`config.mk`:
```
export PLATFORM = sky130hd
export DESIGN_NAME = led_matrix_fade_scanner
export DESIGN_NICKNAME = d
export VERILOG_FILES = /design/src/hw/rtl/lmfs_pkg.sv /design/src/hw/rtl/led_matrix_fade_scanner.sv /design/src/hw/rtl/lmfs_row_engine.sv
export SDC_FILE = /design/constraint.sdc
export NUM_CORES = 1
export LEC_CHECK = 0
export BUFFER_PORTS_ARGS = -buffer_cell sky130_fd_sc_hd__buf_2
export CORE_MARGIN = 1.5
export CORE_UTILIZATION = 40
export CTS_BUF_LIST = sky130_fd_sc_hd__clkbuf_4 sky130_fd_sc_hd__clkbuf_8
export DETAILED_ROUTE_END_ITERATION = 12
export PLACE_DENSITY = 0.57
export SLEW_MARGIN = 40
export SYNTH_ARGS = -nofsm -noshare
export SYNTH_HDL_FRONTEND = slang
export SYNTH_SLANG_ARGS = --single-unit
```
`constraint.sdc`:
```
create_clock -name clk_i -period 7.4 [get_ports clk_i]
set_clock_uncertainty 0.15 [all_clocks]
set_input_delay 1.11 -clock clk_i [delete_from_list [all_inputs] [get_ports clk_i]]
set_output_delay 1.11 -clock clk_i [all_outputs]
set_load 0.02 [all_outputs]
```
`src/hw/rtl/lmfs_pkg.sv`:
```
// ----------------------------------------------------------------------------
// LED matrix fade scanner package
// Request and status types, command codes and fixed field widths.
// ----------------------------------------------------------------------------
package lmfs_pkg;

  localparam int unsigned LEVEL_W     = 8;
  localparam int unsigned OUT_ROWS    = 6;
  localparam int unsigned ROW_IDX_W   = 3;
  localparam int unsigned STEP_W      = 6;
  localparam int unsigned IN_DATA_W   = 24;
  localparam int unsigned OUT_DATA_W  = 56;
  localparam int unsigned CFG_ADDR_W  = 1;
  localparam int unsigned CFG_DATA_W  = 6;

  localparam logic [LEVEL_W-1:0] FULL_ON = 8'd255;

  localparam logic [CFG_ADDR_W-1:0] REG_FADE_STEP = 1'b0;
  localparam logic [CFG_ADDR_W-1:0] REG_INVERT    = 1'b1;

  typedef enum logic [1:0] {
    CMD_SCAN  = 2'd0,
    CMD_SET   = 2'd1,
    CMD_SCALE = 2'd2,
    CMD_NONE  = 2'd3
  } cmd_e;

  typedef enum logic [1:0] {
    T_IDLE,
    T_BUSY,
    T_OUT
  } top_st_e;

  typedef enum logic [2:0] {
    E_IDLE,
    E_SCALE,
    E_SET_RD,
    E_SET_WR,
    E_SCAN,
    E_DONE
  } eng_st_e;

  typedef struct packed {
    cmd_e                command;
    logic [5:0]          led_index;
    logic                led_lit;
    logic [5:0]          scale_index;
    logic [LEVEL_W-1:0]  scale_value;
  } req_t;

  typedef struct packed {
    logic [STEP_W-1:0] fade_step;
    logic              invert_pwm;
  } cfg_t;

  typedef struct packed {
    logic                 done;
    logic                 row_vld;
    logic [ROW_IDX_W-1:0] row_idx;
    logic [LEVEL_W-1:0]   level;
  } stat_t;

endpackage

```
`src/hw/rtl/led_matrix_fade_scanner.sv`:
```
// ----------------------------------------------------------------------------
// LED matrix fade scanner
// Scans a multiplexed LED matrix one column per scan request and fades each
// LED toward its on/off target through a loadable intensity scale table.
//
// Channel   Dir  Handshake                      Payload
// s_axis    in   s_axis_tvalid/s_axis_tready    tuser: command; tdata: led fields
// m_axis    out  m_axis_tvalid/m_axis_tready    tdata: column, six row levels
// cfg       in   cfg_we_i (no wait)             cfg_addr_i, cfg_wdata_i
//
// A scan request raises its result after the row engine has read one LED per
// cycle, its fade stepper and scale lookup have added two stages, the sequencer
// has seen the pipeline drain and its E_DONE state has flagged done.
// Target updates, scale writes and unknown commands return no result.
// Input ready drops from an accepted request until its result is taken or,
// for a request without a result, until the engine flags done.
// Reset clears all targets, fade counters, scale entries and the column.
// ----------------------------------------------------------------------------
module led_matrix_fade_scanner #(
  parameter int unsigned ROWS    = 6,
  parameter int unsigned COLUMNS = 8,
  parameter int unsigned LEVELS  = 64
) (
  input  logic                                clk_i,
  input  logic                                rst_ni,
  input  logic                                s_axis_tvalid,
  output logic                                s_axis_tready,
  // led_index[5:0], led_lit[6], scale_index[12:7], scale_value[20:13]
  input  logic [lmfs_pkg::IN_DATA_W-1:0]      s_axis_tdata,
  // command[1:0]
  input  logic [1:0]                          s_axis_tuser,
  output logic                                m_axis_tvalid,
  input  logic                                m_axis_tready,
  // column[2:0], row0_level[10:3], row1_level[18:11], row2_level[26:19],
  // row3_level[34:27], row4_level[42:35], row5_level[50:43]
  output logic [lmfs_pkg::OUT_DATA_W-1:0]     m_axis_tdata,
  input  logic                                cfg_we_i,
  input  logic [lmfs_pkg::CFG_ADDR_W-1:0]     cfg_addr_i,
  input  logic [lmfs_pkg::CFG_DATA_W-1:0]     cfg_wdata_i
);
  import lmfs_pkg::*;

  localparam int unsigned COL_W = $clog2(COLUMNS > 1 ? COLUMNS : 2);

  top_st_e st_q, st_d;
  cmd_e    cmd_q;
  cfg_t    cfg_q;
  req_t    req;
  stat_t   stat;
  logic    s_acc, m_acc;

  logic [COL_W-1:0]   col_q;
  logic [LEVEL_W-1:0] lvl_q [OUT_ROWS];

  assign s_acc = s_axis_tvalid && s_axis_tready;
  assign m_acc = m_axis_tvalid && m_axis_tready;

  always_comb begin
    req.command     = cmd_e'(s_axis_tuser);
    req.led_index   = s_axis_tdata[5:0];
    req.led_lit     = s_axis_tdata[6];
    req.scale_index = s_axis_tdata[12:7];
    req.scale_value = s_axis_tdata[20:13];
  end

  always_ff @(posedge clk_i or negedge rst_ni) begin
    if (!rst_ni) begin
      cfg_q <= '0;
    end else if (cfg_we_i) begin
      unique case (cfg_addr_i)
        REG_FADE_STEP: cfg_q.fade_step  <= cfg_wdata_i[STEP_W-1:0];
        REG_INVERT:    cfg_q.invert_pwm <= cfg_wdata_i[0];
        default: ;
      endcase
    end
  end

  // ---------------------------------------------------------------- control
  always_comb begin
    st_d = st_q;
    unique case (st_q)
      T_IDLE: if (s_acc) st_d = T_BUSY;
      T_BUSY: begin
        if (stat.done) begin
          st_d = (cmd_q == CMD_SCAN) ? T_OUT : T_IDLE;
        end
      end
      T_OUT:   if (m_axis_tready) st_d = T_IDLE;
      default: st_d = T_IDLE;
    endcase
  end

  always_comb begin
    s_axis_tready = (st_q == T_IDLE);
    m_axis_tvalid = (st_q == T_OUT);
  end

  always_ff @(posedge clk_i or negedge rst_ni) begin
    if (!rst_ni) begin
      st_q  <= T_IDLE;
      cmd_q <= CMD_NONE;
      col_q <= '0;
    end else begin
      st_q <= st_d;
      if (s_acc) begin
        cmd_q <= req.command;
      end
      // advance the column once its result is taken
      if (m_acc) begin
        col_q <= (col_q == COL_W'(COLUMNS - 1)) ? '0 : col_q + 1'b1;
      end
    end
  end

  // rows the engine does not report stay at zero
  always_ff @(posedge clk_i) begin
    for (int r = 0; r < OUT_ROWS; r++) begin
      if (s_acc && req.command == CMD_SCAN) begin
        lvl_q[r] <= '0;
      end else if (stat.row_vld && stat.row_idx == ROW_IDX_W'(r)) begin
        lvl_q[r] <= stat.level;
      end
    end
  end

  always_comb begin
    m_axis_tdata        = '0;
    m_axis_tdata[2:0]   = 3'(col_q);
    for (int r = 0; r < OUT_ROWS; r++) begin
      m_axis_tdata[3 + r*LEVEL_W +: LEVEL_W] = lvl_q[r];
    end
  end

  lmfs_row_engine #(
    .ROWS    (ROWS),
    .COLUMNS (COLUMNS),
    .LEVELS  (LEVELS)
  ) u_row_engine (
    .clk_i   (clk_i),
    .rst_ni  (rst_ni),
    .start_i (s_acc),
    .req_i   (req),
    .col_i   (col_q),
    .cfg_i   (cfg_q),
    .stat_o  (stat)
  );

endmodule

```
`src/hw/rtl/lmfs_row_engine.sv`:
```
// ----------------------------------------------------------------------------
// LED matrix fade scanner row engine
// Holds the per-LED target/fade memory and the scale table, and runs one
// request: a scale write, a target update, or a column scan that walks the
// rows through a shared fade stepper one row per cycle.
// ----------------------------------------------------------------------------
module lmfs_row_engine #(
  parameter int unsigned ROWS    = 6,
  parameter int unsigned COLUMNS = 8,
  parameter int unsigned LEVELS  = 64
) (
  input  logic                                       clk_i,
  input  logic                                       rst_ni,
  input  logic                                       start_i,
  input  lmfs_pkg::req_t                             req_i,
  input  logic [$clog2(COLUMNS > 1 ? COLUMNS : 2)-1:0] col_i,
  input  lmfs_pkg::cfg_t                             cfg_i,
  output lmfs_pkg::stat_t                            stat_o
);
  import lmfs_pkg::*;

  localparam int unsigned LED_COUNT = ROWS * COLUMNS;
  localparam int unsigned LED_W     = $clog2(LED_COUNT > 1 ? LED_COUNT : 2);
  localparam int unsigned CNT_W     = $clog2(LEVELS);
  localparam int unsigned ENTRY_W   = CNT_W + 1;
  localparam int unsigned ROWC_W    = $clog2(ROWS + 1);
  localparam int unsigned SUM_W     = ((CNT_W > STEP_W) ? CNT_W : STEP_W) + 1;
  localparam int unsigned LIDX_W    = LED_W + 6;
  localparam int unsigned SIDX_W    = CNT_W + 6;

  eng_st_e st_q, st_d;
  req_t    req_q;

  // fade memory: {target lit, fade counter} per LED
  logic [ENTRY_W-1:0] fade_mem [LED_COUNT];
  logic [LED_COUNT-1:0] fm_vld_q;
  logic [ENTRY_W-1:0] fm_rdata_q;
  logic               fm_rvld_q;
  logic [LED_W-1:0]   fm_raddr;
  logic               fm_we;
  logic [LED_W-1:0]   fm_waddr;
  logic [ENTRY_W-1:0] fm_wdata;

  logic [LEVEL_W-1:0] scale_mem [LEVELS];
  logic [LEVELS-1:0]  sc_vld_q;
  logic [LEVEL_W-1:0] sc_rdata_q;
  logic               sc_rvld_q;
  logic               sc_we;

  logic [ROWC_W-1:0]    issue_cnt_q;
  logic [LED_W-1:0]     led_q;
  logic                 issue;
  logic                 s1_vld_q, s2_vld_q;
  logic [ROW_IDX_W-1:0] s1_row_q, s2_row_q;
  logic [LED_W-1:0]     s1_led_q;
  logic                 s2_full_q;

  logic [LIDX_W-1:0] lidx_ext;
  logic [SIDX_W-1:0] sidx_ext;
  logic              led_in_range, scale_in_range;
  logic              scan_done;

  logic [ENTRY_W-1:0] s1_entry;
  logic               s1_lit;
  logic [CNT_W-1:0]   s1_cnt;
  logic [SUM_W-1:0]   cnt_w, step_w, goal_w, sum_w, nxt_w;
  logic [ENTRY_W-1:0] set_entry;
  logic [LEVEL_W-1:0] sc_val, s2_level;

  assign lidx_ext       = LIDX_W'(req_q.led_index);
  assign sidx_ext       = SIDX_W'(req_q.scale_index);
  assign led_in_range   = lidx_ext < LIDX_W'(LED_COUNT);
  assign scale_in_range = sidx_ext < SIDX_W'(LEVELS);
  assign scan_done      = (issue_cnt_q == ROWC_W'(ROWS)) && !s1_vld_q && !s2_vld_q;

  // ---------------------------------------------------------------- sequencer
  always_comb begin
    st_d = st_q;
    unique case (st_q)
      E_IDLE: begin
        if (start_i) begin
          unique case (req_i.command)
            CMD_SCAN:  st_d = E_SCAN;
            CMD_SET:   st_d = E_SET_RD;
            CMD_SCALE: st_d = E_SCALE;
            CMD_NONE:  st_d = E_DONE;
          endcase
        end
      end
      E_SCALE:  st_d = E_DONE;
      E_SET_RD: st_d = led_in_range ? E_SET_WR : E_DONE;
      E_SET_WR: st_d = E_DONE;
      E_SCAN:   st_d = scan_done ? E_DONE : E_SCAN;
      E_DONE:   st_d = E_IDLE;
      default:  st_d = E_IDLE;
    endcase
  end

  always_comb begin
    issue    = 1'b0;
    fm_we    = 1'b0;
    fm_waddr = s1_led_q;
    fm_wdata = {s1_lit, nxt_w[CNT_W-1:0]};
    fm_raddr = led_q;
    sc_we    = 1'b0;
    unique case (st_q)
      E_SCALE:  sc_we = scale_in_range;
      E_SET_RD: fm_raddr = lidx_ext[LED_W-1:0];
      E_SET_WR: begin
        fm_we    = 1'b1;
        fm_waddr = lidx_ext[LED_W-1:0];
        fm_wdata = set_entry;
      end
      E_SCAN: begin
        issue = issue_cnt_q < ROWC_W'(ROWS);
        fm_we = s1_vld_q;
      end
      default: ;
    endcase
  end

  always_ff @(posedge clk_i or negedge rst_ni) begin
    if (!rst_ni) begin
      st_q        <= E_IDLE;
      issue_cnt_q <= '0;
      s1_vld_q    <= 1'b0;
      s2_vld_q    <= 1'b0;
    end else begin
      st_q     <= st_d;
      s1_vld_q <= issue;
      s2_vld_q <= s1_vld_q;
      if (st_q == E_IDLE && start_i) begin
        issue_cnt_q <= '0;
      end else if (issue) begin
        issue_cnt_q <= issue_cnt_q + 1'b1;
      end
    end
  end

  always_ff @(posedge clk_i) begin
    if (st_q == E_IDLE && start_i) begin
      req_q <= req_i;
      led_q <= LED_W'(col_i);
    end else if (issue) begin
      led_q <= led_q + LED_W'(COLUMNS);
    end
    s1_row_q  <= ROW_IDX_W'(issue_cnt_q);
    s1_led_q  <= led_q;
    s2_row_q  <= s1_row_q;
    s2_full_q <= (cfg_i.fade_step == '0) && s1_lit;
  end

  // ---------------------------------------------------------------- memories
  always_ff @(posedge clk_i) begin
    if (fm_we) begin
      fade_mem[fm_waddr] <= fm_wdata;
    end
    fm_rdata_q <= fade_mem[fm_raddr];
  end

  always_ff @(posedge clk_i) begin
    if (sc_we) begin
      scale_mem[sidx_ext[CNT_W-1:0]] <= req_q.scale_value;
    end
    sc_rdata_q <= scale_mem[s1_cnt];
  end

  // an entry never written reads as zero
  always_ff @(posedge clk_i or negedge rst_ni) begin
    if (!rst_ni) begin
      fm_vld_q  <= '0;
      fm_rvld_q <= 1'b0;
      sc_vld_q  <= '0;
      sc_rvld_q <= 1'b0;
    end else begin
      if (fm_we) begin
        fm_vld_q[fm_waddr] <= 1'b1;
      end
      if (sc_we) begin
        sc_vld_q[sidx_ext[CNT_W-1:0]] <= 1'b1;
      end
      fm_rvld_q <= fm_vld_q[fm_raddr];
      sc_rvld_q <= sc_vld_q[s1_cnt];
    end
  end

  // ---------------------------------------------------------------- fade stepper
  assign s1_entry  = fm_rvld_q ? fm_rdata_q : '0;
  assign s1_lit    = s1_entry[CNT_W];
  assign s1_cnt    = s1_entry[CNT_W-1:0];
  assign set_entry = {req_q.led_lit, s1_cnt};

  assign cnt_w  = SUM_W'(s1_cnt);
  assign step_w = SUM_W'(cfg_i.fade_step);
  assign goal_w = s1_lit ? SUM_W'(LEVELS - 1) : '0;
  assign sum_w  = cnt_w + step_w;

  // move toward the goal, clamp at the goal and at zero
  always_comb begin
    priority if (cnt_w < goal_w) begin
      nxt_w = (sum_w > goal_w) ? goal_w : sum_w;
    end else if (cnt_w > goal_w) begin
      nxt_w = (cnt_w < step_w) ? '0 : cnt_w - step_w;
    end else begin
      nxt_w = cnt_w;
    end
  end

  // ---------------------------------------------------------------- level
  assign sc_val = sc_rvld_q ? sc_rdata_q : '0;

  always_comb begin
    priority if (s2_full_q) begin
      s2_level = FULL_ON;
    end else if (sc_val == '0) begin
      s2_level = '0;
    end else if (sc_val == FULL_ON) begin
      s2_level = FULL_ON;
    end else if (cfg_i.invert_pwm) begin
      s2_level = FULL_ON - sc_val;
    end else begin
      s2_level = sc_val;
    end
  end

  always_comb begin
    stat_o.done    = (st_q == E_DONE);
    stat_o.row_vld = s2_vld_q;
    stat_o.row_idx = s2_row_q;
    stat_o.level   = s2_level;
  end

endmodule

```
==> impl_metrics.toml, run 1 <==
[global_routing]
grt_pass1_vias = 26660
grt_overflow = 0
antenna_found_initial = 7
grt_max_degree = 133
groute.usage.overall_pct = 19.54
grt_pass1_wl_um = 168400

[drt]
wl_met1_um = 49070
dr.first_iter.drc_count = 2299
drc_errors = 0
wl_per_cell_um = 24.08
wl_met3_um = 7594
dr.pass1.iters = 5
via_per_inst = 5.546
maxUsedRoutingLayer = "met4"
via_count = 26080
final_antenna_net_count = 0
routed_wl_um = 113200
wl_met2_um = 53450

[synthesis]
ys.flop_type = "edfxtp_1"
syn-instance-count = 2900
ys_ff_latch = 1087
ys_top_cells_by_area = "edfxtp_1 61%, mux4_2 7.5%, dfrtp_1 7.4%, mux2i_1 4.6%, nor2_1 2.0%"
yosysSeqAreaShare_pct = 70.07
synth_top_cell_by_area = "edfxtp_1"
yosysWarnings = 0
syn_area_per_cell_um2 = 15.58
synth.distinct_cells = 73
synth_edf_count = 920
synth_area_um2 = 45170
synthArstFlopShare_pct = 12.51
synth_top_area_share_pct = 61.16

[clocking]
insertion_delay_ns = 0.85
max-clock-path-buffers = 3
clock-sinks = 1087
cts_hold_buf = 0
clk_pin_slew_ns = 0.06
cts_setup_buffers = 0
cts_made_buffers = 180
clockRootBuffer = "clkbuf_8"
htree_levels = 4
cts_tree = "built"
cts.repair.resized = 0

[sta]
timing.hold.ws_ns = 0.1740
fmax_ghz = 0.1910
min_period_ns = 5.235
setup_viol = 0
finalSetupTns_ns = 0
hold_viol_final = 0
slew_violations = 0
max-slew-margin-rel_pct = 40.70
period_share_pct = 70.75
rsz0062_at_grt = "no"
tightest_slew_ns = 0.8862

[placement]
hpwl_um = 69830
place_congestion = 0.8455
io_buffers = 87

[setup_path]
reg2regPathDepth = 18
cp_max_fo = 38
crit_type = "register to register"
r2r-end = "u_row_engine.fade_mem[43][2]$_DFFE_PP_"
r2r-start = "u_row_engine.fm_rvld_q$_DFF_PN0_"
cp-end-kind = "register"
path_buf_inv = 4
cp-start-kind = "register"
cp_top_family = "compound AO/OA/AOI/OAI gates"
rrSetupSlack_ns = 2.16
crit_path_top_delay_cell = "dfrtp_2"
path_cells = "buf_4 -> and2_1 -> ha_1 -> ha_1 -> a21o_1 -> maj3_1 -> a22oi_1 -> xor2_1 -> ha_1 -> a21o_1 -> a211o_1 -> o21bai_1 -> and3_1 -> o21ai_0 -> o221ai_4 -> buf_8 -> buf_8 -> buf_4"
cp_data_required_time_ns = 7.91
max_stage_delay_ns = 0.45
crit_arrival_ns = 5.74
crit_top_cell = "ha_1"

[status]
outcome = "completed"

[job]
maxCapViolations = 0

[power]
leakage_nw = 18.08
irDropWorstVdd_mv = 0.6635
powerDensity_nw_per_um2 = 373.0

[floorplan]
die_w_um = 339.1
io_pins = 96
chipHeight_um = 339.1
die-area_um2 = 115000
num_rows = 123
initial_core_util_pct = 40.26
coreArea_um2 = 112200

[cells_and_area]
final_layout_size_suffix_gt1_share_pct = 25.43
synthToLayoutAreaGrowth_pct = 13.48
final_nets = 3115
n_fill_cell = 9720

[hold_path]
whs_path_depth = 0
whs_endpoint = "u_row_engine.s2_row_q[1]$_DFF_P_"
hp-start = "u_row_engine.s1_row_q[1]$_DFF_P_"
hold_class = "register to register"
## per-stage QoR
step	std cells	utilization, %	cell area, µm²	power, mW	setup slack, ns
floorplan	2904	-	45190	11.64	0.7513
global placement	4357	42.06	47190	13.55	1.831
detailed placement	4362	42.23	47380	13.83	2.208
CTS	4696	45.51	51060	19.22	2.142
global route	4702	45.69	51260	19.95	1.823
finish	4702	45.69	51260	19.12	2.165
## state kept, by name (all words and copies together), names as in the netlist, 6 cells and up
name                     cells
u_row_engine.fm_rdata_q      7
lvl_q                       48
u_row_engine.lidx_ext        6
u_row_engine.scale_mem     512
u_row_engine.req_q          15
u_row_engine.led_q           6
u_row_engine.fm_vld_q       48
u_row_engine.sc_rdata_q      8
u_row_engine.sc_vld_q       64
cfg_q                        7
u_row_engine.fade_mem      336
u_row_engine.s1_led_q        6
## layout make-up
class                           count  area (µm²)  share of cell area (%)
Timing Repair Buffer              139       944.7                   1.843
Inverter                           29       113.9                  0.2221
Antenna cell                        1       2.502                0.004881
Tap cell                         1500        1877                   3.661
Sequential cell                  1087       31660                   61.76
Multi-Input combinational cell   1612       12980                   25.32
Clock buffer                      261        3173                   6.190
Clock inverter                     73       511.7                  0.9982
## how the worst max path moves through the flow
| stage | startpoint | to | slack (ns) | cells past startpoint |
|---|---|---|---|---|
| after floorplan | u_row_engine.fm_rdata_q[1]$_DFF_P_ | u_row_engine.fade_mem[0][1]$_DFFE_PP_ | 0.75 | 18 |
| after global placement | u_row_engine.fm_rvld_q$_DFF_PN0_ | u_row_engine.fade_mem[41][2]$_DFFE_PP_ | 1.83 | 16 |
| after detailed placement | u_row_engine.fm_rvld_q$_DFF_PN0_ | u_row_engine.fade_mem[47][2]$_DFFE_PP_ | 2.21 | 18 |
| after CTS | u_row_engine.fm_rvld_q$_DFF_PN0_ | u_row_engine.fade_mem[45][2]$_DFFE_PP_ | 2.14 | 18 |
| after global routing | u_row_engine.fm_rvld_q$_DFF_PN0_ | u_row_engine.fade_mem[45][2]$_DFFE_PP_ | 1.82 | 18 |
| final | u_row_engine.fm_rvld_q$_DFF_PN0_ | u_row_engine.fade_mem[43][2]$_DFFE_PP_ | 2.16 | 18 |
## cells in the final DEF, fill, tap and decap left out, types with 86 or more instances in the layout
master / synthesis / final
or2_2: 113 / 113
edfxtp_1: 920 / 920
dfrtp_1: 134 / 133
clkbuf_8: 0 / 194
nand2_1: 206 / 205
nor2_1: 240 / 164
buf_2: 19 / 86
mux4_2: 151 / 151
mux2i_1: 209 / 206
o21ai_0: 109 / 106
## worst reg2reg max path: cells and delay by family, from the launching register on
family	cells	cell delay [ns]
simple gates	2	0.48
compound gates	7	1.66
fa+ha+maj	4	1.11
flops	1	0.45
buf+inv	4	0.96
xor+xnor	1	0.26
## report_power, final
group          internal [mW]  switching (mW)  total (mW)
registers               8.09           0.313        8.41
logic                   1.68            3.66        5.34
clock network           2.94            2.43        5.38
total                   12.7            6.40        19.1
## logic make-up (layout without fill, tap and decap cells)
kind of cell / after synthesis / after routing / share of synthesized area [%]
flops: 1087 / 1087 / 70.07
xor+xnor: 20 / 20 / 0.3878
fa+ha+maj: 30 / 30 / 0.8199
mux: 375 / 375 / 12.65
compound gates: 387 / 387 / 5.769
other cells: 1 / 6 / 0.008301
simple gates: 795 / 795 / 8.376
buf+inv: 205 / 502 / 1.922
## metal layers
metal	GRT usage, %	vias up
li1	-	11590
met2	30.85	885
met5	0	-
met1	26.57	13400
met3	4.369	208
met4	7.044	0
## synth_stat cells, types with 26 or more instances
library cell,instances
clkbuf_1,118
a21oi_1,43
o21ai_0,109
edfxtp_1,920
o311ai_0,30
o221ai_1,40
nor3_1,42
dfrtp_1,134
o2111ai_1,32
mux2i_1,209
mux4_2,151
nand3_1,71
or2_2,113
o22ai_1,50
inv_1,26
dfxtp_1,31
ha_1,28
nand2b_1,45
nor2_1,240
nand2_1,206
(Power assumes the default switching activity.)
==> run 2: changes to the inputs <==
- ABC_AREA: not set -> 1
- clock period: 7.4 -> 5 ns (I/O delays scaled with it)
==> run 2 against run 1 <==
Effect of this change:
- core utilization barely moved
- die area rose by 1.8%
- clock-buffer cell count increased by 11
- worst hold slack got worse by 0.10 ns
- worst setup slack got worse by 1.4 ns
- wire length grew 4.1%
- area after synthesis rose by 1.8%
- non-clock buffer count is 44 higher
- sequential share of layout area shrank 1.1 points
==> impl_metrics.toml, run 2 <==
[setup_path]
cp_data_required_time_ns = 5.41
cp-start-kind = "register"
reg2regPathDepth = 22
rrSetupSlack_ns = 0.79
crit_type = "register to register"
crit_arrival_ns = 4.62
crit_path_top_delay_cell = "dfrtp_1"
cp_max_fo = 48
r2r-start = "u_row_engine.fm_rvld_q$_DFF_PN0_"
max_stage_delay_ns = 0.53
path_cells = "nand2_1 -> inv_1 -> ha_1 -> inv_1 -> a31oi_1 -> nand3_1 -> nand2_1 -> nand2_1 -> ha_1 -> nand2_1 -> nor2_1 -> nand2_1 -> nand2_1 -> nand2_1 -> nand2_1 -> inv_1 -> nand2_1 -> nand2_1 -> nand2_1 -> nand2_1 -> a21oi_4 -> buf_4"
cp-end-kind = "register"
crit_top_cell = "nand2_1"
r2r-end = "u_row_engine.fade_mem[33][4]$_DFFE_PP_"

[global_routing]
antenna_found_initial = 2
met2_usage_pct = 30.82
groute.usage.overall_pct = 20.07
use_met1_pct = 28.92
grt_max_degree = 214
use_met3_pct = 3.529
grt_overflow = 0
grt_pass1_vias = 29220
busiest_layer = "met2"
grt_pass1_wl_um = 178900

[drt]
dr.pass1.iters = 5
drc_errors = 0
wl_per_cell_um = 20.29
final_antenna_net_count = 0
via_count = 30350
routed_wl_um = 117900
dr.first_iter.drc_count = 2495
via_per_inst = 5.221

[cells_and_area]
final_cell_mix = "920 x edfxtp_1, 506 x nand2_1, 503 x nand3_1"
n_fill_cell = 10500
final_common_cell = "edfxtp_1"
synthToLayoutAreaGrowth_pct = 13.47
final_layout_size_suffix_gt1_share_pct = 16.59
final_nets = 4218
largest_reg_flops = 512

[clocking]
max-clock-path-buffers = 3
cts_made_buffers = 179
clockRootBuffer = "clkbuf_8"
htree_levels = 4
clock-sinks = 1087
clk_pin_slew_ns = 0.07
insertion_delay_ns = 0.85
cts.repair.resized = 0
cts_tree = "built"

[floorplan]
initial_core_util_pct = 40.29
die-area_um2 = 117100
die_w_um = 342.1
coreArea_um2 = 114200
chipHeight_um = 342.1
num_rows = 124
io_pins = 96

[placement]
place_congestion = 0.8326
pre_cts_ws_ns = 0.8602
io_buffers = 87
hpwl_um = 67720

[synthesis]
syn_area_per_cell_um2 = 11.44
synth-compound-area-share_pct = 8.757
ys_top_cells_by_area = "edfxtp_1 60%, dfrtp_1 7.3%, nand3_1 5.5%, o211ai_1 4.9%, nand2_1 4.2%"
synth_xor_area_share_pct = 0.2665
syn-instance-count = 4020
synth.distinct_cells = 47
synthAdderAreaFrac_pct = 0.7615
synth-simple-area-share_pct = 15.74
yosysSeqAreaShare_pct = 68.80
ys_ff_latch = 1087
synth_top_cell_by_area = "edfxtp_1"
synth_area_um2 = 46010
synth_common_cells = "920 x edfxtp_1, 512 x nand2_1, 503 x nand3_1, 401 x inv_1, 373 x nor2_1"
yosysWarnings = 0
synthArstFlopShare_pct = 12.51
synth_top_area_share_pct = 60.05
muxShareOfSynthArea_pct = 0.02448
synth.most_common_cell = "edfxtp_1"
ys.flop_type = "edfxtp_1"
synth_edf_count = 920
synth_top_family_by_area = "simple AND/OR/NAND/NOR gates"

[sta]
max-slew-margin-rel_pct = 39.35
setup_viol = 0
period_share_pct = 84.22
finalWorstSetupSlack_ns = 0.7888
finalSetupTns_ns = 0
tightest_slew_ns = 0.9076
min_period_ns = 4.211
slew_violations = 0
hold_viol_final = 0
fmax_ghz = 0.2375
rsz0062_at_grt = "no"
timing.hold.ws_ns = 0.07131

[power]
leakage_nw = 19.33
irDropWorstVdd_mv = 0.2027
powerDensity_nw_per_um2 = 341.2
power_mw = 17.81

[hold_path]
hold_class = "input pin to register"
whs_path_depth = 3
hp-start = "s_axis_tuser[1]"
whs_endpoint = "cmd_q[1]$_DFFE_PN1P_"

[job]
maxCapViolations = 0

[status]
outcome = "completed"
run 2: cell types whose count changed in the layout (fill, tap and decap cells not counted), moves of 163 or more:
| cell | previous run | this run |
|---|---|---|
| mux2i_1 | 206 | 0 |
| nand3_1 | 71 | 503 |
| inv_1 | 23 | 398 |
| nor2_1 | 164 | 327 |
| nand2_1 | 205 | 506 |
| o211ai_1 | 6 | 303 |
run 2: what timing repair did:
item | in CTS | in global routing
hold buffers | 30 | 0
hold endpoints to repair | 90 | 0
setup buffers | 0 | 0
run 2: worst max-delay path by stage:
stage                                startpoint                                      to  slack [ns]  cells past startpoint
6_report       u_row_engine.fm_rvld_q$_DFF_PN0_  u_row_engine.fade_mem[33][4]$_DFFE_PP_        0.79                     22
5_1_grt        u_row_engine.fm_rvld_q$_DFF_PN0_  u_row_engine.fade_mem[33][4]$_DFFE_PP_        0.44                     22
4_1_cts        u_row_engine.fm_rvld_q$_DFF_PN0_  u_row_engine.fade_mem[45][4]$_DFFE_PP_        0.83                     22
3_5_place_dp   u_row_engine.fm_rvld_q$_DFF_PN0_  u_row_engine.fade_mem[37][4]$_DFFE_PP_        0.86                     22
3_3_place_gp   u_row_engine.fm_rvld_q$_DFF_PN0_  u_row_engine.fade_mem[32][5]$_DFFE_PP_        0.67                     20
2_1_floorplan  u_row_engine.fm_rvld_q$_DFF_PN0_   u_row_engine.fade_mem[0][4]$_DFFE_PP_        0.21                     26
run 2: cells by family (layout without fill, tap and decap cells):
group | count (synthesis) | after routing
adders and majority gates | 28 | 28
AOI/OAI and AO/OA | 635 | 635
muxes | 1 | 1
and+or+nand+nor | 1610 | 1610
xor gates and xnor gates | 14 | 14
DFF | 1087 | 1087
buffers and inverters | 644 | 919
other | 1 | 7
run 2: worst max-delay path, delay by kind of cell (launching register included):
kind | cells | cell delay, ns
compound gates | 2 | 0.42
fa+ha+maj | 2 | 0.70
buf+inv | 4 | 0.85
flops | 1 | 0.53
simple gates | 14 | 1.22
run 2: metal layers:
layer	part of all wire (%)	wire, µm	vias up
met3	6.5	7620	193
met4	2.4	2791	0
met5	0	0	-
met2	45	53380	974
met1	46	54140	14840
li1	-	-	14350
run 2: final cells by class:
| class | count | area (µm²) | area share (%) |
|---|---|---|---|
| Clock buffer | 272 | 3262 | 6.249 |
| Antenna cell | 2 | 5.005 | 0.009588 |
| Tap cell | 1512 | 1892 | 3.624 |
| Timing Repair Buffer | 183 | 1420 | 2.720 |
| Multi-Input combinational cell | 2293 | 12030 | 23.05 |
| Inverter | 408 | 1540 | 2.951 |
| Sequential cell | 1087 | 31650 | 60.64 |
| Clock inverter | 56 | 399.1 | 0.7646 |
run 2: through the flow:
stage | cells | util [%] | instance area [µm²]
finish | 5813 | 45.71 | 52200
global route | 5812 | 45.71 | 52200
CTS | 5809 | 45.59 | 52060
detailed placement | 5451 | 42.12 | 48100
global placement | 5447 | 42.02 | 47980
floorplan | 4024 | - | 46020
run 2: power breakdown:
group	internal, mW	switching, mW	leakage (nW)
Combinational	0.0634	0.0980	7.80
Clock	4.34	3.59	1.95
Sequential	9.71	0.0109	9.58
